File: config.mk
export PLATFORM = sky130hd
export DESIGN_NAME = cwheel_color
export DESIGN_NICKNAME = d
export VERILOG_FILES = /design/src/rtl/cwheel_pkg.sv /design/src/rtl/cwheel_color.sv
export SDC_FILE = /design/constraint.sdc
export NUM_CORES = 2
export LEC_CHECK = 0
export BUFFER_PORTS_ARGS = -buffer_cell sky130_fd_sc_hd__buf_2
export CORE_ASPECT_RATIO = 0.75
export CORE_MARGIN = 1.5
export CORE_UTILIZATION = 45
export DETAILED_ROUTE_END_ITERATION = 16
export MAX_ROUTING_LAYER = met4
export PLACE_DENSITY = 0.69
export SYNTH_ARGS = -nofsm -noshare
export SYNTH_HDL_FRONTEND = slang
export SYNTH_SLANG_ARGS = --single-unit
export TNS_END_PERCENT = 10
File: constraint.sdc
create_clock -name clk -period 11.5 [get_ports clk]
set_clock_uncertainty 0.1 [all_clocks]
set_input_delay 3.45 -clock clk [delete_from_list [all_inputs] [get_ports clk]]
set_output_delay 3.45 -clock clk [all_outputs]
set_load 0.005 [all_outputs]
File: src/rtl/cwheel_pkg.sv
// Shared types, constants and helper functions of the color wheel shader.
// Used by every module of the block; depends on nothing.
package cwheel_pkg;

  // Grid geometry.
  localparam int COLUMNS = 10;
  localparam int ROWS    = 180;

  // Port field widths.
  localparam int PHASE_W = 16;
  localparam int COL_W   = 4;
  localparam int ROW_W   = 8;
  localparam int LED_W   = 11;
  localparam int CH_W    = 8;
  localparam int IN_W    = 32;
  localparam int OUT_W   = 40;

  // Internal datapath widths.
  localparam int COORD_W = 17;
  localparam int SQ_W    = 2 * COORD_W;
  localparam int ROOT_W  = COORD_W;
  localparam int REM_W   = ROOT_W + 3;
  localparam int CW      = 42;
  localparam int ANG_W   = 17;
  localparam int PRAD_W  = 16;
  localparam int PHI_W   = 15;
  localparam int HW_W    = 14;
  localparam int X_W     = 15;
  localparam int NUM_W   = 23;
  localparam int DEN_W   = 15;
  localparam int Q_W     = 8;

  // Angles in Q3.13 radians.
  localparam int Q_PI         = 25736;
  localparam int Q_TWO_PI     = 51472;
  localparam int Q_HALF_PI    = 12868;
  localparam int Q_THIRD      = 8579;
  localparam int Q_TWO_THIRDS = 17157;

  // CORDIC setup.
  localparam int CORDIC_STEPS    = 14;
  localparam int CORDIC_SCALE_SH = 16;
  localparam int CORDIC_LAT      = CORDIC_STEPS + 1;

  // Feather: atan(0.02 / r) taken as atan2(D, 50 * r) in grid units.
  localparam int FEATHER_MUL = 50;
  localparam int UNIT_D      = 2 * (COLUMNS - 1) * (ROWS - 1);

  // Color stage count: three setup stages, the divider, three output stages.
  localparam int COLOR_LAT = Q_W + 6;

  // Arctangent table in Q3.13, atan(2^-k).
  function automatic logic signed [ANG_W-1:0] atan_entry(input int k);
    logic signed [ANG_W-1:0] res;
    begin
      case (k)
        0:       res = ANG_W'(6434);
        1:       res = ANG_W'(3798);
        2:       res = ANG_W'(2007);
        3:       res = ANG_W'(1019);
        4:       res = ANG_W'(511);
        5:       res = ANG_W'(256);
        6:       res = ANG_W'(128);
        7:       res = ANG_W'(64);
        8:       res = ANG_W'(32);
        9:       res = ANG_W'(16);
        10:      res = ANG_W'(8);
        11:      res = ANG_W'(4);
        12:      res = ANG_W'(2);
        13:      res = ANG_W'(1);
        default: res = '0;
      endcase
      return res;
    end
  endfunction

  // Arithmetic right shift that rounds toward zero.
  function automatic logic signed [CW-1:0] shr_tz(input logic signed [CW-1:0] v, input int k);
    logic signed [CW-1:0] bias;
    begin
      bias = v[CW-1] ? ((CW'(1) <<< k) - CW'(1)) : '0;
      return (v + bias) >>> k;
    end
  endfunction

  // Sideband carried through the square root pipeline.
  typedef struct packed {
    logic signed [COORD_W-1:0] pp;
    logic signed [COORD_W-1:0] qq;
    logic [PRAD_W-1:0]         prad;
    logic [LED_W-1:0]          led;
  } sq_tag_t;

  // Sideband carried through the CORDIC pipeline.
  typedef struct packed {
    logic [PRAD_W-1:0] prad;
    logic [LED_W-1:0]  led;
  } cd_tag_t;

  // Which sector or border a pixel falls on.
  typedef enum logic [2:0] {
    K_BLUE,
    K_GREEN,
    K_RED,
    K_SEAM_GB,
    K_RG,
    K_BR,
    K_SEAM_BG
  } blend_kind_t;

  // One finished pixel.
  typedef struct packed {
    logic [CH_W-1:0]  blue;
    logic [CH_W-1:0]  green;
    logic [CH_W-1:0]  red;
    logic [LED_W-1:0] led;
  } pixel_t;

endpackage

File: src/rtl/cwheel_color.sv
// Sector choice, border blend with a pipelined divider, and brightness scaling.
// Depends on cwheel_pkg.
module cwheel_color import cwheel_pkg::*; (
  input  logic                    clk,
  input  logic                    rst,
  input  logic                    ce,
  input  logic                    in_valid,
  input  logic signed [ANG_W-1:0] in_angle,
  input  logic signed [ANG_W-1:0] in_feather,
  input  cd_tag_t                 in_tag,
  input  logic [CH_W-1:0]         brightness,
  output logic                    out_valid,
  output pixel_t                  out_pix
);

  logic [COLOR_LAT-1:0] vld;

  // Stage 1 registers: wheel angle and clamped feather.
  logic [PHI_W-1:0] phi1;
  logic [HW_W-1:0]  hw1;
  logic [LED_W-1:0] led1;
  // Stage 2 registers: sector and blend position.
  blend_kind_t      kind2;
  logic [X_W-1:0]   x2;
  logic [HW_W-1:0]  hw2;
  logic [LED_W-1:0] led2;
  // Stage 3 registers: divider operands.
  blend_kind_t      kind3;
  logic [NUM_W-1:0] num3;
  logic [DEN_W-1:0] den3;
  logic [LED_W-1:0] led3;
  // Divider stages.
  logic [NUM_W-1:0] drem      [Q_W];
  logic [NUM_W-1:0] drem_next [Q_W];
  logic [Q_W-1:0]   dq        [Q_W];
  logic [Q_W-1:0]   dq_next   [Q_W];
  logic [DEN_W-1:0] dden      [Q_W];
  blend_kind_t      dkind     [Q_W];
  logic [LED_W-1:0] dled      [Q_W];
  // Output stages.
  logic [CH_W-1:0]  rm, gm, bm;
  logic [LED_W-1:0] ledm;
  logic [2*CH_W-1:0] rp, gp, bp;
  logic [LED_W-1:0] ledp;

  logic signed [ANG_W:0]   a_raw, a_w1, a_w2, a_w3;
  logic [HW_W-1:0]         hw_c;
  logic [PHI_W-1:0]        phi_c;
  blend_kind_t             kind_c;
  logic [X_W-1:0]          x_c;
  logic [CH_W-1:0]         t_c, r_c, g_c, b_c;

  // Stage 1: clamp the feather, wrap the rotated angle, halve it onto the wheel.
  always_comb begin
    if (in_feather < 0) begin
      hw_c = '0;
    end else if (in_feather > ANG_W'(Q_HALF_PI)) begin
      hw_c = HW_W'(Q_HALF_PI);
    end else begin
      hw_c = HW_W'(in_feather);
    end
    a_raw = (ANG_W+1)'(in_angle) - $signed({2'b00, in_tag.prad});
    a_w1  = (a_raw >= (ANG_W+1)'(Q_PI)) ? a_raw - (ANG_W+1)'(Q_TWO_PI) : a_raw;
    a_w2  = (a_w1 < -(ANG_W+1)'(Q_PI)) ? a_w1 + (ANG_W+1)'(Q_TWO_PI) : a_w1;
    a_w3  = (a_w2 < -(ANG_W+1)'(Q_PI)) ? a_w2 + (ANG_W+1)'(Q_TWO_PI) : a_w2;
    phi_c = PHI_W'((a_w3 + (ANG_W+1)'(Q_PI)) >>> 1);
  end

  // Stage 2: pick the sector or border, in priority order.
  always_comb begin
    logic signed [ANG_W-1:0] ph;
    logic signed [ANG_W-1:0] hw;
    ph = $signed({2'b00, phi1});
    hw = $signed({3'b000, hw1});
    kind_c = K_BLUE;
    x_c    = '0;
    if (ph > ANG_W'(Q_PI) - hw) begin
      kind_c = K_SEAM_GB;
      x_c    = X_W'(ph - (ANG_W'(Q_PI) - hw));
    end else if (ph > ANG_W'(Q_TWO_THIRDS) + hw) begin
      kind_c = K_GREEN;
    end else if (ph > ANG_W'(Q_TWO_THIRDS) - hw) begin
      kind_c = K_RG;
      x_c    = X_W'(ph - (ANG_W'(Q_TWO_THIRDS) - hw));
    end else if (ph > ANG_W'(Q_THIRD) + hw) begin
      kind_c = K_RED;
    end else if (ph > ANG_W'(Q_THIRD) - hw) begin
      kind_c = K_BR;
      x_c    = X_W'(ph - (ANG_W'(Q_THIRD) - hw));
    end else if (ph < hw) begin
      kind_c = K_SEAM_BG;
      x_c    = X_W'(hw - ph);
    end
  end

  // Divider: restoring, one quotient bit per stage, most significant first.
  always_comb begin
    logic [NUM_W-1:0] p_rem;
    logic [Q_W-1:0]   p_q;
    logic [DEN_W-1:0] p_den;
    logic [NUM_W-1:0] dsub;
    for (int i = 0; i < Q_W; i++) begin
      if (i == 0) begin
        p_rem = num3;
        p_q   = '0;
        p_den = den3;
      end else begin
        p_rem = drem[i-1];
        p_q   = dq[i-1];
        p_den = dden[i-1];
      end
      dsub = NUM_W'(p_den) << (Q_W - 1 - i);
      if (p_rem >= dsub) begin
        drem_next[i] = p_rem - dsub;
        dq_next[i]   = p_q | (Q_W'(1) << (Q_W - 1 - i));
      end else begin
        drem_next[i] = p_rem;
        dq_next[i]   = p_q;
      end
    end
  end

  // Map the target weight onto the channels; a zero width blend gives no weight.
  always_comb begin
    t_c = (dden[Q_W-1] == '0) ? '0 : dq[Q_W-1];
    r_c = '0;
    g_c = '0;
    b_c = '0;
    case (dkind[Q_W-1])
      K_SEAM_GB: begin
        g_c = 8'd255 - t_c;
        b_c = t_c;
      end
      K_GREEN:   g_c = 8'd255;
      K_RG: begin
        r_c = 8'd255 - t_c;
        g_c = t_c;
      end
      K_RED:     r_c = 8'd255;
      K_BR: begin
        r_c = t_c;
        b_c = 8'd255 - t_c;
      end
      K_SEAM_BG: begin
        g_c = t_c;
        b_c = 8'd255 - t_c;
      end
      default:   b_c = 8'd255;
    endcase
  end

  // Divide by 255 with rounding already in the operand.
  function automatic logic [CH_W-1:0] div255(input logic [2*CH_W-1:0] p);
    logic [2*CH_W:0] p1;
    logic [2*CH_W:0] s;
    begin
      p1 = (2*CH_W+1)'(p) + 1'b1;
      s  = p1 + (p1 >> CH_W);
      return CH_W'(s >> CH_W);
    end
  endfunction

  // Valid bits.
  always_ff @(posedge clk) begin
    if (rst) begin
      vld <= '0;
    end else if (ce) begin
      vld <= {vld[COLOR_LAT-2:0], in_valid};
    end
  end

  // Stage payload.
  always_ff @(posedge clk) begin
    if (ce) begin
      phi1  <= phi_c;
      hw1   <= hw_c;
      led1  <= in_tag.led;
      kind2 <= kind_c;
      x2    <= x_c;
      hw2   <= hw1;
      led2  <= led1;
      kind3 <= kind2;
      num3  <= (NUM_W'(x2) << 8) - NUM_W'(x2) + NUM_W'(hw2);
      den3  <= {hw2, 1'b0};
      led3  <= led2;
      drem  <= drem_next;
      dq    <= dq_next;
      dden[0]  <= den3;
      dkind[0] <= kind3;
      dled[0]  <= led3;
      for (int i = 1; i < Q_W; i++) begin
        dden[i]  <= dden[i-1];
        dkind[i] <= dkind[i-1];
        dled[i]  <= dled[i-1];
      end
      rm   <= r_c;
      gm   <= g_c;
      bm   <= b_c;
      ledm <= dled[Q_W-1];
      rp   <= rm * brightness + 16'd127;
      gp   <= gm * brightness + 16'd127;
      bp   <= bm * brightness + 16'd127;
      ledp <= ledm;
      out_pix.red   <= div255(rp);
      out_pix.green <= div255(gp);
      out_pix.blue  <= div255(bp);
      out_pix.led   <= ledp;
    end
  end

  assign out_valid = vld[COLOR_LAT-1];

endmodule

## Yosys cells after proc, flatten, opt, wreduce, memory -nomap -nowiden

Memories as Yosys holds them, arrays and structs flattened. A register that Yosys moved wholly into a read port is not among the register bits.
Index checks and enable logic that the tools add are counted.

| cells by class | value |
|---|---|
| add/subtract/negate cells | 33 |
| multiply operators | 3 |
| order comparisons | 19 |
| eq/ne operators | 6 |
| mux-type cells | 29 |
| reductions and logical operators | 6 |

Operators by type and width:

| cell | number |
|---|---|
| 23-bit 2-to-1 mux | 7 |
| 15-bit 2-to-1 mux | 6 |
| 8-bit case mux with 3 select lines | 3 |
| 16-bit by 1-bit adder with 17-bit output (second input constant) | 3 |
| 16-bit by 7-bit adder with 16-bit output (second input constant) | 3 |
| 16-bit by 9-bit adder with 16-bit output | 3 |
| 8-bit by 8-bit multiplier with 16-bit output | 3 |
| 15-bit subtractor | 3 |
| 18-bit by 16-bit less-than comparator with 1-bit output (second input constant) | 2 |
| 18-bit 2-to-1 mux | 2 |
| 16-bit > comparator | 2 |
| 15-bit by 14-bit subtractor with 16-bit output (first input constant) | 2 |
| 23-bit by 14-bit adder with 23-bit output | 1 |
| 23-bit by 15-bit greater-or-equal comparator with 1-bit output | 1 |
| 23-bit by 16-bit greater-or-equal comparator with 1-bit output | 1 |
| 23-bit by 17-bit greater-or-equal comparator with 1-bit output | 1 |
| 23-bit by 18-bit greater-or-equal comparator with 1-bit output | 1 |
| 23-bit by 19-bit greater-or-equal comparator with 1-bit output | 1 |
| 23-bit by 20-bit greater-or-equal comparator with 1-bit output | 1 |
| 23-bit by 21-bit greater-or-equal comparator with 1-bit output | 1 |
| 23-bit by 22-bit greater-or-equal comparator with 1-bit output | 1 |
| 23-bit by 15-bit subtractor with 23-bit output | 1 |
| 23-bit by 16-bit subtractor with 23-bit output | 1 |
| 23-bit by 17-bit subtractor with 23-bit output | 1 |
| other kinds (34) | 45 |

| storage, ports and cells | value |
|---|---|
| bits in registers | 491 |
| bits in writable memories | 232 |
| output and inout bits | 36 |
| word-level logic and storage cells | 146 |
| memories | 3 |

Memories:

| memory | words | bits a word | rd ports | clocked after Yosys merged registers in | wr ports | line | source |
|---|---|---|---|---|---|---|---|
| dden | 8 | 15 | 8 | 0 | 8 | cwheel_color.sv:37 | `logic [DEN_W-1:0] dden [Q_W];` |
| dled | 8 | 11 | 8 | 1 | 8 | cwheel_color.sv:39 | `logic [LED_W-1:0] dled [Q_W];` |
| dkind | 8 | 3 | 8 | 0 | 8 | cwheel_color.sv:38 | `blend_kind_t dkind [Q_W];` |

## Longest topological paths before layout

| logic depth | value |
|---|---|
| depth after elaboration | 8 |
| gate-level depth with buffers | 37 |
| gate-level depth less buffers | 36 |

## Least setup slack after synthesis

OpenSTA, ideal clock, no wires.

| path | value |
|---|---|
| path type | input-to-reg |
| start | in in_angle[0] |
| end | reg phi1[14], data pin |
| arrival | 10.085 ns |
| setup slack | 1.055 ns |
| stages on the path | 35 |
| path buffers | 1 |
| cell sequence | inv_1 -> ha_1 -> fa_1 -> nand2b_1 -> a21boi_0 -> o21a_1 -> nor2_1 -> inv_1 -> ha_1 -> inv_1 -> a211o_1 -> a222oi_1 -> o211ai_2 -> a21o_1 -> xnor2_1 -> inv_1 -> ha_1 -> a32o_1 -> a21o_4 -> a21oi_4 -> xnor2_1 -> ha_1 -> inv_1 -> nor4_4 -> a211o_1 -> nand4b_1 -> nand2_2 -> buf_2 -> xnor2_1 -> ha_1 -> nand3_1 -> mux2i_1 -> a21oi_1 -> o211ai_2 -> xnor2_1 |

| between the ends | value |
|---|---|
| cells in the longest elaborated chain, start to end | 8 |
| elaborated cells between the ends (all ways) | 11 |
| those cells by class | add/sub: 5; order compare: 3; mux: 3 |

Ends and longest elaborated chain:

| what | line | source |
|---|---|---|
| from (decl) | cwheel_color.sv:8 | `input logic signed [ANG_W-1:0] in_angle,` |
| 17-bit by 17-bit subtractor with 18-bit output (*) | cwheel_color.sv:62 | `a_raw = (ANG_W+1)'(in_angle) - $signed({2'b00, in_tag.prad});` |
| 18-bit by 17-bit subtractor with 18-bit output / 18-bit by 16-bit greater-or-equal comparator with 1-bit output (equally long branches) | cwheel_color.sv:63 | `a_w1 = (a_raw >= (ANG_W+1)'(Q_PI)) ? a_raw - (ANG_W+1)'(Q_TWO_PI) : a_raw;` |
| 18-bit 2-to-1 mux (*) | cwheel_color.sv:63 |  |
| 18-bit by 17-bit adder with 18-bit output / 18-bit by 16-bit less-than comparator with 1-bit output (equally long branches) | cwheel_color.sv:64 | `a_w2 = (a_w1 < -(ANG_W+1)'(Q_PI)) ? a_w1 + (ANG_W+1)'(Q_TWO_PI) : a_w1;` |
| 18-bit 2-to-1 mux (*) | cwheel_color.sv:64 |  |
| 16-bit by 15-bit adder with 16-bit output / 18-bit by 16-bit less-than comparator with 1-bit output (equally long branches) | cwheel_color.sv:65 | `a_w3 = (a_w2 < -(ANG_W+1)'(Q_PI)) ? a_w2 + (ANG_W+1)'(Q_TWO_PI) : a_w2;` |
| 16-bit 2-to-1 mux (*) | cwheel_color.sv:65 |  |
| 16-bit adder (*) | cwheel_color.sv:66 | `phi_c = PHI_W'((a_w3 + (ANG_W+1)'(Q_PI)) >>> 1);` |
| named net phi_c[14] | cwheel_color.sv:48 | `logic [PHI_W-1:0] phi_c;` |
| to (signal assigned) | cwheel_color.sv:175 | `phi1 <= phi_c;` |
| to (decl) | cwheel_color.sv:19 | `logic [PHI_W-1:0] phi1;` |

Mark *: on every way through the listed nets, which the timed path passes. The rest lies on a longest branch.
A chain may end at the register's enable or synchronous reset.

## Worst setup path in the final report

Same ends and word-level chain as after synthesis.

==> flow_summary_export.csv <==
group,metric,value,unit
die,floorplan.die_area,100600,um2
synth,synth.top_cells.by_count,"684 x edfxtp_1, 466 x inv_1, 388 x ha_1, 314 x nand2_1, 225 x a21oi_1",
sta,rsz0062_at_grt,"no",
power,sequential_group_share_of_total_power,35.0,%
global_routing,grt_first_pass_wirelength,141.4,mm
synth,synthesis.nets,4595,
synth,cell_types_with_the_largest_area_share_after_synthesis,"edfxtp_1 46%, ha_1 11%, fa_1 6.5%, xnor2_1 4.3%, inv_1 3.9%",
critical_path,worst_ep_arrival_time,10.96,ns
synth,postSynth.topFlopCell,"edfxtp_1",
global_routing,vias_in_the_first_global_route,27500,
placed_design,post-place-ws,0.3293,ns
die,die_height,275.0,um
synth,synth-edff-count,684,
critical_path,worstSetupEndpoint,"phi1[14]",
critical_path,worst_r2r_endpoint,"x2[0]",
sta,timing.final.max_slew_violations,0,
die,initial_utilization,45.55,%
power,standby_leakage_power,20.41,nW
sta,timing.final.ws_setup,0.8141,ns
layout,area_delta_synth_final,9.760,%
sta,fin_tns_setup,0,ns
placed_design,detailedPlacementHpwl,63.90,mm
die,fp.coreArea,97480,um2
critical_path,worst_setup_path_end_kind,"register",
critical_path,r2r_setup_slack,4.94,ns
placed_design,place.port_buffers,108,
detailed_routing,first_pass_iteration_count_of_the_detailed_router,5,
critical_path,worst-setup-path-type,"primary input to register",
power,power_switching_share,37.05,%
clock_tree,worstSkewPairLatency,0.62,ns
power,intPower,7.425,mW
sta,fmax,93.58,MHz
synth,postSynthAreaPerCell,11.13,um2
critical_path,slowest_delay,0.45,ns
clock_tree,cts-buffers-inserted,70,
placed_design,globalplace.congestion,0.8990,
critical_path,worst_r2r_path_depth,23,
global_routing,antenna_found_initial,2,
power,power.net_switching,4.370,mW
clock_tree,tritoncts,"yes",
sta,relSlewSlack,25.46,%
synth,yosys.cell_types.count,106,
die,floorplan.io_pins,109,
global_routing,gr-max-usage-layer,"met2",
critical_path,worst_setup_path_start_kind,"primary input",
sta,setup_violations,0,
outcome,status,"finished, final reports clean",
clock_tree,cts.hold.buffers_added,0,
critical_path,worst_r2r_src,"hw1[2]",
synth,yosys.cell_count.top_type,"edfxtp_1",
detailed_routing,post-route-drc-count,0,
job,total_of_max_cap_violations,0,
detailed_routing,drt_iter0_markers,2177,
min_path,min_delay_worst_type,"register to register",
clock_tree,tritoncts_num_sinks,698,
detailed_routing,routed_wire_length_per_instance,15.78,um
detailed_routing,viasPerCell,5.254,
clock_tree,cts_buffer_depth,3,
sta,final_hold_viol_count,0,
global_routing,grt_util_all_layers,17.64,%
detailed_routing,wirelength,86.32,mm
layout,num-fill-cells,8606,
detailed_routing,antenna_left,0,
global_routing,met1_grt_util,24.83,%
global_routing,grt_util_met3,3.011,%
sta,pin_slew_with_the_least_headroom_to_its_limit,1.114,ns
synth,yosys_warnings,0,
power,power.ir.vdd_worst,107.7,uV
clock_tree,post_cts_resize_count,0,
clock_tree,ctsHtreeMaxLevel,3,
synth,synthArstFlopShare,0,%
layout,post_route_cells_drive_above_1_share,7.342,%
power,combinationalPowerShare,45.6,%
critical_path,worstSetupStartpoint,"in_angle[0]",
global_routing,grt_start_max_net_pins,188,
clock_tree,post-cts-setup-buffer-count,0,
synth,synth-seq-cells,698,
critical_path,worst_path_max_delay_cell,"mux2i_1",
clock_tree,worst_path_clk_slew,0.06,ns
sta,final.min_clock_period,10.69,ns
die,die_w,365.7,um
critical_path,crit_path_max_fanout,7,
die,rows,99,
critical_path,required,11.77,ns
synth,area_share_of_the_largest_cell_type_after_synthesis,46.26,%
sta,worst_case_hold_slack,0.3134,ns
clock_tree,clock_root_cell,"clkbuf_16",
detailed_routing,route.vias.total,28730,
synth,synth.largest_area_cell,"edfxtp_1",
global_routing,gr-usage-met2,26.15,%
sta,final_cycle_share,92.92,%
layout,fin_nets,4705,
synth,post_synth_instance_area,44410,um2
power,clkPwrFrac,19.3,%
power,p_per_cell_area,242.0,nW/um2
global_routing,globalRoute.totalOverflow,0,
synth,ys_seq_area_share,46.89,%
synth,synthesis.instances,3989,
power,finalPower,11.79,mW
[power by group through the flow]
stage	combinational, mW	sequential (mW)	clock [mW]
2_1_floorplan	4.25	4.00	0
3_3_place_gp	5.25	4.17	0
3_5_place_dp	5.35	4.17	0
4_1_cts	5.40	4.13	2.36
5_1_grt	6.12	4.19	2.44
6_report	5.38	4.13	2.28
[how the worst min path moves through the flow]
stage / startpoint / end / slack [ns] / depth (start not counted)
after global placement: led3[5] / dled[0][5] / 0.30 / 0
final: ledm[2] / ledp[2] / 0.31 / 0
after detailed placement: kind3[2] / dkind[0][2] / 0.30 / 0
after CTS: led2[7] / led3[7] / 0.31 / 0
after global routing: kind3[2] / dkind[0][2] / 0.32 / 0
after floorplan: kind3[0] / dkind[0][0] / 0.30 / 0
[layer usage]
metal,part of all wire [%],wire length [um]
met5,0,0
met4,2.4,2112
met3,5.4,4655
met2,43,37080
met1,49,42470
[cell type report]
cell class / instances / area (um2) / share of cell area [%]
clock inverters: 43 / 446.7 / 0.9165
multi-input cells: 2728 / 21460 / 44.04
clock buffers: 84 / 1826 / 3.745
inverters: 467 / 1753 / 3.597
well taps: 1313 / 1643 / 3.371
diodes: 2 / 5.005 / 0.01027
repair buffers: 134 / 783.3 / 1.607
flip-flops and latches: 698 / 20820 / 42.72
[layout by cell type (no fill, tap or decap), types with 26 or more instances in the layout]
cell       synthesis  final
clkbuf_16          0     71
nor2b_1           42     42
edfxtp_1         684    684
o21ai_0          145    144
inv_1            466    466
ha_1             388    388
nand2_1          314    314
fa_1             145    145
o21bai_1          63     63
and2_1           115    115
nand2b_1          68     68
xnor2_1          218    218
xor2_1           113    113
a21oi_1          225    225
nor2_1           215    215
nor3_1            50     49
and3_1            28     28
nand3_1           71     71
buf_2              6    107
a21o_1            90     90
nor4_1            26     26
o31ai_1           36     36
mux2i_1           31     31
nand4_1           50     50
[registers in the layout (all words and copies together), names as in the netlist, 11 cells and up]
name and flops:
rp 16, led3 11, hw2 14, ledm 11
ledp 11, dled 88, bp 16, led1 11
dden 112, dq 36, vld 14, out_pix 35
led2 11, hw1 14, dkind 24, gp 16
phi1 15, num3 23, drem 161, x2 15
den3 14
[per-stage QoR]
step,cell area (um2),instances,util [%]
global placement,46460,5340,47.66
detailed placement,46460,5340,47.66
floorplan,44410,3989,-
CTS,48730,5467,49.99
global route,48740,5469,50.00
finish,48740,5469,50.00
[worst max-delay path: cells and delay by family]
kind | cells | cell delay, ns
multiplexers | 1 | 0.45
buffers and inverters | 6 | 0.58
AND/OR/NAND/NOR | 6 | 1.00
adder cells (fa/ha/maj) | 6 | 1.66
XOR/XNOR | 4 | 0.81
AO/OA/AOI/OAI | 12 | 2.98
[logic make-up (layout without fill, tap and decap cells)]
kind of cell / count (synthesis) / count (layout) / share of synthesized area (%)
simple gates: 1055 / 1055 / 11.85
compound gates: 766 / 766 / 11.43
flops: 698 / 698 / 46.89
buf+inv: 563 / 728 / 4.801
fa+ha+maj: 533 / 533 / 17.47
xor+xnor: 333 / 333 / 6.602
mux: 41 / 41 / 0.9580
other cells: 0 / 2 / 0
Power figures use the tool's default switching activity.
