--- src/rtl/cwheel_pkg.sv ---
// Shared types, constants and helper functions of the color wheel shader.
// Used by every module of the block; depends on nothing.
package cwheel_pkg;

  // Grid geometry.
  localparam int COLUMNS = 10;
  localparam int ROWS    = 180;

  // Port field widths.
  localparam int PHASE_W = 16;
  localparam int COL_W   = 4;
  localparam int ROW_W   = 8;
  localparam int LED_W   = 11;
  localparam int CH_W    = 8;
  localparam int IN_W    = 32;
  localparam int OUT_W   = 40;

  // Internal datapath widths.
  localparam int COORD_W = 17;
  localparam int SQ_W    = 2 * COORD_W;
  localparam int ROOT_W  = COORD_W;
  localparam int REM_W   = ROOT_W + 3;
  localparam int CW      = 42;
  localparam int ANG_W   = 17;
  localparam int PRAD_W  = 16;
  localparam int PHI_W   = 15;
  localparam int HW_W    = 14;
  localparam int X_W     = 15;
  localparam int NUM_W   = 23;
  localparam int DEN_W   = 15;
  localparam int Q_W     = 8;

  // Angles in Q3.13 radians.
  localparam int Q_PI         = 25736;
  localparam int Q_TWO_PI     = 51472;
  localparam int Q_HALF_PI    = 12868;
  localparam int Q_THIRD      = 8579;
  localparam int Q_TWO_THIRDS = 17157;

  // CORDIC setup.
  localparam int CORDIC_STEPS    = 14;
  localparam int CORDIC_SCALE_SH = 16;
  localparam int CORDIC_LAT      = CORDIC_STEPS + 1;

  // Feather: atan(0.02 / r) taken as atan2(D, 50 * r) in grid units.
  localparam int FEATHER_MUL = 50;
  localparam int UNIT_D      = 2 * (COLUMNS - 1) * (ROWS - 1);

  // Color stage count: three setup stages, the divider, three output stages.
  localparam int COLOR_LAT = Q_W + 6;

  // Arctangent table in Q3.13, atan(2^-k).
  function automatic logic signed [ANG_W-1:0] atan_entry(input int k);
    logic signed [ANG_W-1:0] res;
    begin
      case (k)
        0:       res = ANG_W'(6434);
        1:       res = ANG_W'(3798);
        2:       res = ANG_W'(2007);
        3:       res = ANG_W'(1019);
        4:       res = ANG_W'(511);
        5:       res = ANG_W'(256);
        6:       res = ANG_W'(128);
        7:       res = ANG_W'(64);
        8:       res = ANG_W'(32);
        9:       res = ANG_W'(16);
        10:      res = ANG_W'(8);
        11:      res = ANG_W'(4);
        12:      res = ANG_W'(2);
        13:      res = ANG_W'(1);
        default: res = '0;
      endcase
      return res;
    end
  endfunction

  // Arithmetic right shift that rounds toward zero.
  function automatic logic signed [CW-1:0] shr_tz(input logic signed [CW-1:0] v, input int k);
    logic signed [CW-1:0] bias;
    begin
      bias = v[CW-1] ? ((CW'(1) <<< k) - CW'(1)) : '0;
      return (v + bias) >>> k;
    end
  endfunction

  // Sideband carried through the square root pipeline.
  typedef struct packed {
    logic signed [COORD_W-1:0] pp;
    logic signed [COORD_W-1:0] qq;
    logic [PRAD_W-1:0]         prad;
    logic [LED_W-1:0]          led;
  } sq_tag_t;

  // Sideband carried through the CORDIC pipeline.
  typedef struct packed {
    logic [PRAD_W-1:0] prad;
    logic [LED_W-1:0]  led;
  } cd_tag_t;

  // Which sector or border a pixel falls on.
  typedef enum logic [2:0] {
    K_BLUE,
    K_GREEN,
    K_RED,
    K_SEAM_GB,
    K_RG,
    K_BR,
    K_SEAM_BG
  } blend_kind_t;

  // One finished pixel.
  typedef struct packed {
    logic [CH_W-1:0]  blue;
    logic [CH_W-1:0]  green;
    logic [CH_W-1:0]  red;
    logic [LED_W-1:0] led;
  } pixel_t;

endpackage

--- src/rtl/cwheel_sqrt.sv ---
// Pipelined integer square root, one result bit per stage.
// Depends on cwheel_pkg.
module cwheel_sqrt import cwheel_pkg::*; (
  input  logic              clk,
  input  logic              rst,
  input  logic              ce,
  input  logic              in_valid,
  input  logic [SQ_W-1:0]   in_sq,
  input  sq_tag_t           in_tag,
  output logic              out_valid,
  output logic [ROOT_W-1:0] out_root,
  output sq_tag_t           out_tag
);

  logic [ROOT_W-1:0] vld;
  logic [REM_W-1:0]  rem       [ROOT_W];
  logic [REM_W-1:0]  rem_next  [ROOT_W];
  logic [ROOT_W-1:0] root      [ROOT_W];
  logic [ROOT_W-1:0] root_next [ROOT_W];
  logic [SQ_W-1:0]   val       [ROOT_W];
  logic [SQ_W-1:0]   val_next  [ROOT_W];
  sq_tag_t           tag       [ROOT_W];

  // Each stage brings down two radicand bits and settles one root bit.
  always_comb begin
    logic [REM_W-1:0]  p_rem;
    logic [ROOT_W-1:0] p_root;
    logic [SQ_W-1:0]   p_val;
    logic [REM_W-1:0]  trial;
    logic [REM_W-1:0]  test;
    for (int s = 0; s < ROOT_W; s++) begin
      if (s == 0) begin
        p_rem  = '0;
        p_root = '0;
        p_val  = in_sq;
      end else begin
        p_rem  = rem[s-1];
        p_root = root[s-1];
        p_val  = val[s-1];
      end
      trial = {p_rem[REM_W-3:0], p_val[SQ_W-1:SQ_W-2]};
      test  = REM_W'({p_root, 2'b01});
      if (trial >= test) begin
        rem_next[s]  = trial - test;
        root_next[s] = {p_root[ROOT_W-2:0], 1'b1};
      end else begin
        rem_next[s]  = trial;
        root_next[s] = {p_root[ROOT_W-2:0], 1'b0};
      end
      val_next[s] = {p_val[SQ_W-3:0], 2'b00};
    end
  end

  // Valid bits.
  always_ff @(posedge clk) begin
    if (rst) begin
      vld <= '0;
    end else if (ce) begin
      vld <= {vld[ROOT_W-2:0], in_valid};
    end
  end

  // Stage payload.
  always_ff @(posedge clk) begin
    if (ce) begin
      rem    <= rem_next;
      root   <= root_next;
      val    <= val_next;
      tag[0] <= in_tag;
      for (int s = 1; s < ROOT_W; s++) begin
        tag[s] <= tag[s-1];
      end
    end
  end

  assign out_valid = vld[ROOT_W-1];
  assign out_root  = root[ROOT_W-1];
  assign out_tag   = tag[ROOT_W-1];

endmodule

--- config.mk ---
export PLATFORM = sky130hd
export DESIGN_NAME = cwheel_sqrt
export DESIGN_NICKNAME = d
export VERILOG_FILES = /design/src/rtl/cwheel_pkg.sv /design/src/rtl/cwheel_sqrt.sv
export SDC_FILE = /design/constraint.sdc
export NUM_CORES = 1
export LEC_CHECK = 0
export ABC_AREA = 1
export BUFFER_PORTS_ARGS = -buffer_cell sky130_fd_sc_hd__buf_4
export CAP_MARGIN = 20
export CORE_UTILIZATION = 50
export CTS_BUF_LIST = sky130_fd_sc_hd__clkbuf_16
export CTS_CLUSTER_DIAMETER = 150
export DETAILED_ROUTE_END_ITERATION = 10
export HOLD_SLACK_MARGIN = 0.15
export PLACE_DENSITY = 0.8
export REMOVE_ABC_BUFFERS = 1
export SKIP_LAST_GASP = 1
export SLEW_MARGIN = 10
export SYNTH_ARGS = -nofsm -noshare
export SYNTH_HDL_FRONTEND = slang
export SYNTH_SLANG_ARGS = --single-unit
--- constraint.sdc ---
create_clock -name clk -period 2.1 [get_ports clk]
set_input_delay 0.21 -clock clk [delete_from_list [all_inputs] [get_ports clk]]
set_output_delay 0.21 -clock clk [all_outputs]
set_load 0.03 [all_outputs]
# Word-level counts from Yosys, hierarchy flattened
# Memories as Yosys holds them, arrays and structs flattened.
# Cells that the tools add are included.
# classes
order_cmp,17
n_addsub,16
n_mux,35
# op_table
op,n
18-bit two-way mux,15
20-bit by 10-bit greater-or-equal comparator with 1-bit output,1
20-bit by 11-bit greater-or-equal comparator with 1-bit output,1
20-bit by 12-bit greater-or-equal comparator with 1-bit output,1
20-bit by 13-bit greater-or-equal comparator with 1-bit output,1
20-bit by 14-bit greater-or-equal comparator with 1-bit output,1
20-bit by 15-bit greater-or-equal comparator with 1-bit output,1
20-bit by 16-bit greater-or-equal comparator with 1-bit output,1
20-bit by 17-bit greater-or-equal comparator with 1-bit output,1
20-bit by 18-bit greater-or-equal comparator with 1-bit output,1
20-bit by 3-bit greater-or-equal comparator with 1-bit output,1
20-bit by 4-bit greater-or-equal comparator with 1-bit output,1
20-bit by 5-bit greater-or-equal comparator with 1-bit output,1
20-bit by 6-bit greater-or-equal comparator with 1-bit output,1
20-bit by 7-bit greater-or-equal comparator with 1-bit output,1
20-bit by 8-bit greater-or-equal comparator with 1-bit output,1
20-bit by 9-bit greater-or-equal comparator with 1-bit output,1
1-bit two-way mux,19
18-bit by 10-bit subtractor with 18-bit output,1
18-bit by 11-bit subtractor with 18-bit output,1
18-bit by 12-bit subtractor with 18-bit output,1
18-bit by 13-bit subtractor with 18-bit output,1
18-bit by 14-bit subtractor with 18-bit output,1
18-bit by 15-bit subtractor with 18-bit output,1
other kinds (12),12
# word_totals
output_inout_bits,79
memories,1
elab_cells,120
ram_bits,1037
register_bits,715
# mem_list
memory,words,word_bits,rd,rd_clocked_by_memory_dff,wr,line_no,text
tag,17,61,17,0,17,cwheel_sqrt.sv:22,sq_tag_t tag [ROOT_W];

# Longest topological paths before layout
# Gate-level depths: netlist of run 1.
# depth
word_depth,2
depth_mapped,14
mapped_depth_nobuf,14

# Worst setup path before layout of run 1
# No wires, ideal clock.
# synth_timing
path_kind,register to register
startpoint,register rem[320] in the netlist's numbering
endpoint,register rem[313] in the netlist's numbering (data pin)
stages_incl_launch_ff,12
setup_slack_ps,131
required_time_ps,1833
arrival_time_ps,1702
setup_ps,267
synth_period_minus_slack_ps,1969
n_path_buf,1
cell_sequence,edfxtp_1 -> ha_1 -> inv_1 -> nor2_1 -> inv_1 -> nand2_1 -> inv_1 -> ha_1 -> and2_1 -> clkbuf_1 -> nand2_1 -> o21ai_0
# synth_lines
element,line_no,text
"start, declared",cwheel_sqrt.sv:16,logic [REM_W-1:0] rem [ROOT_W];
"start signal, assigned",cwheel_sqrt.sv:66,rem <= rem_next;

==> run summary, run 1 <==
OUTCOME
-------------------------------------------------------------------------------------------------
Status                                                                               complete, but fails checks
Violations in the final reports                                                      negative setup slack

WORST SETUP PATH
-------------------------------------------------------------------------------------------------
CP Data Arrival Time                                                                      2.68 ns
Worst setup path category                                                            register to register
Critical path required time                                                               2.65 ns
Element type at the critical path start                                                  register
Capturing element type of the critical path                                              register
CP max FO                                                                                       4

FLOORPLANNING
-------------------------------------------------------------------------------------------------
Die footprint                                                                          137000 µm²
Top-Level Pins                                                                                178
Number of core rows                                                                           134
Core region area                                                                       134000 µm²
Die height                                                                                 371 µm
Starting density of the core                                                                50.7%
X dimension of the die                                                                     371 µm

TIMING
-------------------------------------------------------------------------------------------------
Minimum clock period after layout                                                         2.14 ns
Measured slew at the worst slew-check pin                                                0.660 ns
Setup repair after global routing missed its margin                                           yes
Share of the clock period used by the worst path after layout                                102%
Number of hold violations in the final report                                                   0
# setup viols final                                                                             1
Post-route setup TNS                                                                   -0.0384 ns
Tightest slew margin relative to the limit                                                  55.6%
Max Transition Viols Final                                                                      0
Peak clock frequency supported by timing                                                  468 MHz
Maximum clock skew at final layout                                                      0.0799 ns
Final setup slack of the worst path                                                    -0.0384 ns

CLOCK NETWORK
-------------------------------------------------------------------------------------------------
Later-pin clock latency in the skew report                                                0.82 ns
TritonCTS clock tree                                                                          yes
Number of levels the H-tree was split into                                                      4
CTS Sinks                                                                                    1747
Clk buf depth                                                                                   3
CTS Buf Count                                                                                 171
Cell at the root of the clock tree                                                   sky130_fd_sc_hd__clkbuf_16
Clock slew seen by the registers of the worst setup and hold paths                        0.06 ns

GRT
-------------------------------------------------------------------------------------------------
Sum of overflow across all layers after global routing                                          0
Via count of the first global-routing pass                                                  37500
Pin count of the biggest net entering global routing                                           89
Global routing usage summed across all routing layers                                       18.2%
Wire length of the first global-routing pass                                            195000 µm
Initial antenna violation count                                                                 1

SYNTH
-------------------------------------------------------------------------------------------------
Post-Syn Area                                                                           68000 µm²
Post-synthesis async set-or-reset flop share                                                   0%
Ranking of synthesized cells by instance count                                       sky130_fd_sc_hd__edfxtp_1, sky130_fd_sc_hd__nand2_1, sky130_fd_sc_hd__inv_1
Top cell type's share of synthesized area                                                   76.4%
Number of distinct library cell variants in the gate-level netlist after synthesis             48
Most frequently used cell type in the post-synthesis netlist                         sky130_fd_sc_hd__edfxtp_1
Most common flop cell mapped by yosys                                                sky130_fd_sc_hd__edfxtp_1
Yosys reg bits                                                                               1747
Mean cell area of the mapped netlist                                                     14.1 µm²
Synthesized instance count                                                                   4826
Most area-consuming cells after synthesis                                            sky130_fd_sc_hd__edfxtp_1, sky130_fd_sc_hd__nand2_1, sky130_fd_sc_hd__ha_1
Number of warnings printed during yosys synthesis                                               0
Number of flops mapped to enable cells by yosys                                              1730
Sequential share of the synthesized area                                                    76.9%
Largest area contributor in the synthesized netlist                                  sky130_fd_sc_hd__edfxtp_1

PWR
-------------------------------------------------------------------------------------------------
Power density normalized to cell area                                                  982 nW/µm²
Worst IR drop on VDD                                                                       814 µV
Static leakage power                                                                      32.6 nW

ROUTE
-------------------------------------------------------------------------------------------------
Drt first pass iters                                                                            5
Number of DRC violations after detailed routing                                                 0
Routed wire per std cell                                                                  16.7 µm
Average vias per placed instance                                                             4.93
DRC violation total after the first TritonRoute iteration                                    2625
Routed wire length                                                                      127000 µm
Number of nets with antenna violations after routing                                            0
Total number of vias                                                                        37400

WORST HOLD PATH
-------------------------------------------------------------------------------------------------
Kind of path behind the tightest hold check                                          input pin to register

FINAL LAYOUT
-------------------------------------------------------------------------------------------------
Post-synthesis to final-layout area growth                                                  22.5%
Utilization of the core after routing                                                       62.1%
Final antenna diode count                                                                       0
Sequential standard cell area                                                           52300 µm²
Share of layout cells above drive strength 1                                                20.4%
Area taken by multi-input logic gates                                                   14200 µm²
Number of nets in the layout                                                                 5941
Filler cells                                                                                 9778

PLACED DESIGN
-------------------------------------------------------------------------------------------------
Weighted congestion at the end of routability-driven global placement                       0.887
HPWL after detailed placement                                                            79800 µm
Port Buffer Count                                                                             177

JOB
-------------------------------------------------------------------------------------------------
Max-cap viol count                                                                              0

what timing repair did:
action                                  CTS  global route
pin swaps                                 4            58
resized for setup                        39           239
gates cloned                              0             6
hold buffers                            200             0
endpoints found under the hold margin   788             0
buffers inserted                          4            60
endpoints found under the setup margin   86           246
registers in the layout (all words and copies together) (netlist names):
signal and count:
tag 1037, val 272, vld 17, root 136, rem 268, out_root 17
power breakdown:
part           switching (mW)  internal (mW)  total [mW]
Sequential               1.27           41.5        42.7
Combinational            5.60           4.15        9.75
Clock                    13.1           16.2        29.3
Total                    20.0           61.9        81.8
cell families after synthesis:
logic type / count (synthesis) / share of synthesized area (%)
AOI/OAI and AO/OA: 368 / 3.10
DFF: 1747 / 76.9
adders and majority gates: 171 / 3.15
buffers and inverters: 666 / 4.37
xor gates and xnor gates: 111 / 1.43
and+or+nand+nor: 1762 / 11.0
other: 1 / 0.00551
area by class of cell:
cell class,instances,area share (%)
Timing Repair Buffer,781,8.38
Tap cell,1768,2.66
Clock buffer,173,5.20
Sequential cell,1747,62.8
Inverter,554,2.54
Timing Repair inverter,2,0.0300
Clock inverter,139,1.37
Multi-Input combinational cell,2414,17.1
per-layer routing:
| layer | global-route usage (%) | vias up | share of wire (%) |
|---|---|---|---|
| met1 | 22.3 | 17900 | 42 |
| met3 | 3.37 | 247 | 4.1 |
| met5 | 0 | - | 0 |
| met4 | 6.62 | 0 | 3.1 |
| li1 | - | 18400 | - |
| met2 | 32.2 | 826 | 51 |
path summary, 6_finish.rpt:
| check | from | end | slack [ns] | cells after the start |
|---|---|---|---|---|
| setup / recovery | root[88] | rem[91] | -0.04 | 9 |
| setup reg to reg | root[88] | rem[91] | -0.04 | 9 |
| hold reg to reg | val[263] | val[231] | 0.38 | 0 |
| hold / removal | in_sq[32] | rem[321] | 0.26 | 4 |
through the flow:
stage | setup WS (ns) | hold WS, ns | area, µm² | cells | total power [mW]
4_1_cts | -0.0187 | 0.160 | 81500 | 7513 | 81.7
3_5_place_dp | -0.258 | 0.389 | 73700 | 6997 | 51.8
2_1_floorplan | -0.125 | 0.279 | 67100 | 4714 | 47.8
6_report | -0.0384 | 0.263 | 83300 | 7578 | 81.8
3_3_place_gp | -0.265 | 0.388 | 73700 | 6997 | 51.5
5_1_grt | -0.0459 | 0.220 | 83300 | 7578 | 85.2
cells in the final DEF, fill, tap and decap left out, drive strengths merged, types with 43 or more instances in the layout:
cell type,netlist,final
edfxtp,1730,1730
nand2,1104,1105
inv,553,587
buf,107,581
nor2,296,296
nand3,224,224
a21oi,200,200
dlygate4sd3,0,197
clkbuf,5,176
ha,171,171
o21ai,150,150
clkinv,1,88
xor2,66,66
xnor2,45,45
nand4,43,43
worst max-delay path: stages (launching register included):
cell and delay, ns:
sky130_fd_sc_hd__edfxtp_1 0.41, sky130_fd_sc_hd__inv_1 0.14, sky130_fd_sc_hd__ha_4 0.23, sky130_fd_sc_hd__buf_4 0.14, sky130_fd_sc_hd__nand2_1 0.13, sky130_fd_sc_hd__nor2_1 0.07, sky130_fd_sc_hd__o21ai_0 0.47, sky130_fd_sc_hd__nand4_1 0.15
sky130_fd_sc_hd__nand3_1 0.12, sky130_fd_sc_hd__nand2_1 0.06
Note: power is estimated with default switching activity, not from simulation.
==> run 2, diff against run 1 <==
--- a/config.mk
+++ b/config.mk
@@ -17,2 +17,3 @@
 export REMOVE_ABC_BUFFERS = 1
+export SETUP_SLACK_MARGIN = 0.02
 export SKIP_LAST_GASP = 1
@@ -22 +23,2 @@
 export SYNTH_SLANG_ARGS = --single-unit
+export TNS_END_PERCENT = 100
--- a/constraint.sdc
+++ b/constraint.sdc
@@ -3,2 +3,2 @@
 set_output_delay 0.21 -clock clk [all_outputs]
-set_load 0.03 [all_outputs]
+set_load 0.01 [all_outputs]
==> run 2 against run 1 <==
Against the previous run:
- the flow still finishes with violations (negative setup slack)
- core utilization rose by 0.54 points
- flip-flop and latch count unchanged
- sequential power about the same
- combinational power grew 2.1%
- sequential share of layout area shrank 0.54 points
- critical path depth increased by 2
- design area grew 0.87%
- critical path type unchanged
- critical endpoint is now rem[37]
- largest cell class unchanged
==> run summary, run 2 (synthesis gave the netlist of run 1 again) <==
ROUTE
------------------------------------------------------------------------------------
Routed wire per std cell                                                     16.9 µm   +0.71%
Routed wire length                                                         128000 µm   +1.2%
Average vias per placed instance                                                4.95   +0.46%
Number of nets with antenna violations after routing                               0   unchanged
DRC violation total after the first TritonRoute iteration                       2536   -3.4%
Number of DRC violations after detailed routing                                    0   unchanged
Total number of vias                                                           37700   +0.92%
Drt first pass iters                                                               6   +1

FLOORPLANNING
------------------------------------------------------------------------------------
Die footprint                                                             137000 µm²   unchanged
X dimension of the die                                                        371 µm   unchanged
Number of core rows                                                              134   unchanged
Starting density of the core                                                   50.7%   unchanged
Core region area                                                          134000 µm²   unchanged
Top-Level Pins                                                                   178   unchanged
Die height                                                                    371 µm   unchanged

PLACED DESIGN
------------------------------------------------------------------------------------
Number of cells in the design after placement                                   6997   unchanged
Port Buffer Count                                                                177   unchanged
Weighted congestion at the end of routability-driven global placement          0.887   unchanged
HPWL after detailed placement                                               79800 µm   unchanged

FINAL LAYOUT
------------------------------------------------------------------------------------
Register with the most flip-flops                                                tag
Sequential standard cell area                                              52300 µm²   unchanged
Final antenna diode count                                                          0   unchanged
Flip-flop count of the largest register after layout                            1037   unchanged
Post-synthesis to final-layout area growth                                     23.6%
Filler cells                                                                    9683   -0.97%
Most frequent cells in the layout                                       sky130_fd_sc_hd__edfxtp_1, sky130_fd_sc_hd__nand2_1, sky130_fd_sc_hd__buf_4, sky130_fd_sc_hd__inv_1, sky130_fd_sc_hd__nor2_1
Leading cell type in the layout, fill and taps excluded                 sky130_fd_sc_hd__edfxtp_1
Post-Layout Cell Count                                                          7613   +0.46%
Utilization of the core after routing                                          62.6%   +0.54 points
Share of layout cells above drive strength 1                                   22.1%   +1.7 points
Largest registers                                                       tag x1037, val x272, rem x268
Area taken by multi-input logic gates                                      14700 µm²   +3.2%
Number of nets in the layout                                                    5976   +0.59%

WORST SETUP PATH
------------------------------------------------------------------------------------
R2r setup slk                                                               -0.05 ns   about the same
Worst Setup SP                                                              root[35]
Element type at the critical path start                                     register
Reg2Reg Launch Point                                                        root[35]
CP Data Arrival Time                                                         2.70 ns   +0.02 ns
Largest delay share family, worst path                                  compound AO/OA/AOI/OAI gates
Worst reg2reg path depth                                                          11   +2
Worst setup path category                                               register to register
Stages on the worst setup path                                                    11   +2
Critical path required time                                                  2.65 ns   about the same
Most common cell on crit path                                           sky130_fd_sc_hd__nand2_2
RR Endpoint                                                                  rem[37]
Cell breakdown of the critical path                                     inv_2 -> ha_4 -> a21oi_2 -> nand2_2 -> nand2_2 -> nand2_2 -> nand2_4 -> nand2_4 -> a21oi_4 -> clkbuf_16 -> a21oi_4
CP max FO                                                                          5   +1
Capturing element type of the critical path                                 register
Endpoint of the most critical setup path                                     rem[37]
Delay of the slowest cell on the worst path                                  0.43 ns   -0.04 ns
Standard cell with the maximum stage delay on the critical path         sky130_fd_sc_hd__edfxtp_1
Buffer and inverter count on the worst path                                        2   unchanged

JOB
------------------------------------------------------------------------------------
Max-cap viol count                                                                 0   unchanged

GRT
------------------------------------------------------------------------------------
Initial antenna violation count                                                    0   -1
Pin count of the biggest net entering global routing                              89   unchanged
Via count of the first global-routing pass                                     37600   +0.048%
Wire length of the first global-routing pass                               196000 µm   about the same
Global routing usage summed across all routing layers                          18.2%   about the same
Sum of overflow across all layers after global routing                             0   unchanged

CLOCK NETWORK
------------------------------------------------------------------------------------
Later-pin clock latency in the skew report                                   0.82 ns   about the same
Cell at the root of the clock tree                                      sky130_fd_sc_hd__clkbuf_16
Number of levels the H-tree was split into                                         4   unchanged
TritonCTS clock tree                                                             yes
Clock slew seen by the registers of the worst setup and hold paths           0.06 ns   about the same
CTS Buf Count                                                                    171   unchanged
CTS Sinks                                                                       1747   unchanged
Clk buf depth                                                                      3   unchanged

TIMING
------------------------------------------------------------------------------------
Peak clock frequency supported by timing                                     465 MHz   -0.57%
Tightest slew margin relative to the limit                                     55.8%   +0.16 points
Final setup slack of the worst path                                       -0.0505 ns   -0.0122 ns
Minimum clock period after layout                                            2.15 ns   +0.0122 ns
Number of hold violations in the final report                                      0   unchanged
Max Transition Viols Final                                                         0   unchanged
# setup viols final                                                                1   unchanged
Share of the clock period used by the worst path after layout                   102%   +0.58 points
Maximum clock skew at final layout                                         0.0812 ns   +0.00129 ns
Post-route setup TNS                                                      -0.0505 ns   -0.0122 ns
Worst hold margin                                                           0.264 ns   +0.000988 ns
Setup repair after global routing missed its margin                              yes
Measured slew at the worst slew-check pin                                   0.658 ns   -0.00232 ns

PWR
------------------------------------------------------------------------------------
Power density normalized to cell area                                     977 nW/µm²   -0.57%
Worst IR drop on VDD                                                          813 µV   -0.22%
Static leakage power                                                         32.9 nW   +0.82%

OUTCOME
------------------------------------------------------------------------------------
Violations in the final reports                                         negative setup slack
Status                                                                  complete, but fails checks

WORST HOLD PATH
------------------------------------------------------------------------------------
Kind of path behind the tightest hold check                             input pin to register

## run 2: timing repair
item / 4_1_cts / 5_1_grt
cloned: 0 / 11
resized for setup: 51 / 337
hold buffers: 200 / 0
buffers inserted: 7 / 87
setup endpoints to repair: 108 / 253
hold endpoints to repair: 788 / 0
pin swaps: 10 / 87
## run 2: layout make-up
| type | count | share of cell area (%) |
|---|---|---|
| repair inverters | 3 | 0.0432 |
| repair buffers | 814 | 8.63 |
| multi-input cells | 2415 | 17.4 |
| clock inverters | 139 | 1.36 |
| inverters | 554 | 2.51 |
| flip-flops and latches | 1747 | 62.2 |
| well taps | 1768 | 2.63 |
| clock buffers | 173 | 5.15 |
## run 2: power by group
part / switching, mW / internal [mW]
sequential: 1.29 / 41.5
combinational: 5.63 / 4.32
clock: 13.1 / 16.2
total: 20.0 / 62.0
## run 2: tightest hold or removal path, delay by kind of cell
family | cells | cell delay, ns
simple gates | 1 | 0.05
buf+inv | 3 | 0.67
## run 2: routing by layer
metal  vias to the layer above  global-route usage, %  wire length [µm]
met5                         -                      0                 0
met4                         0                   6.64              4280
met3                       270                   3.37              5320
met2                       842                   32.2             66000
met1                     18100                   22.3             52700
li1                      18500                      -                 -
## run 2: how the worst min path moves through the flow
| stage | from | end | slack, ns | depth (start not counted) |
|---|---|---|---|---|
| after detailed placement | in_tag[27] | tag[0][27] | 0.39 | 1 |
| after global routing | in_sq[32] | rem[320] | 0.22 | 3 |
| final | in_sq[33] | rem[321] | 0.26 | 4 |
| after floorplan | rst | vld[0] | 0.28 | 1 |
| after global placement | in_tag[46] | tag[0][46] | 0.39 | 1 |
| after CTS | rst | vld[7] | 0.16 | 3 |
## run 2: metrics by stage
step	area [µm²]	total power, mW	setup WS (ns)
finish	84000	82.1	-0.0505
global route	84000	85.4	-0.0907
CTS	81600	81.6	0.00657
detailed placement	73700	51.6	-0.258
global placement	73700	51.4	-0.265
floorplan	67100	47.7	-0.125
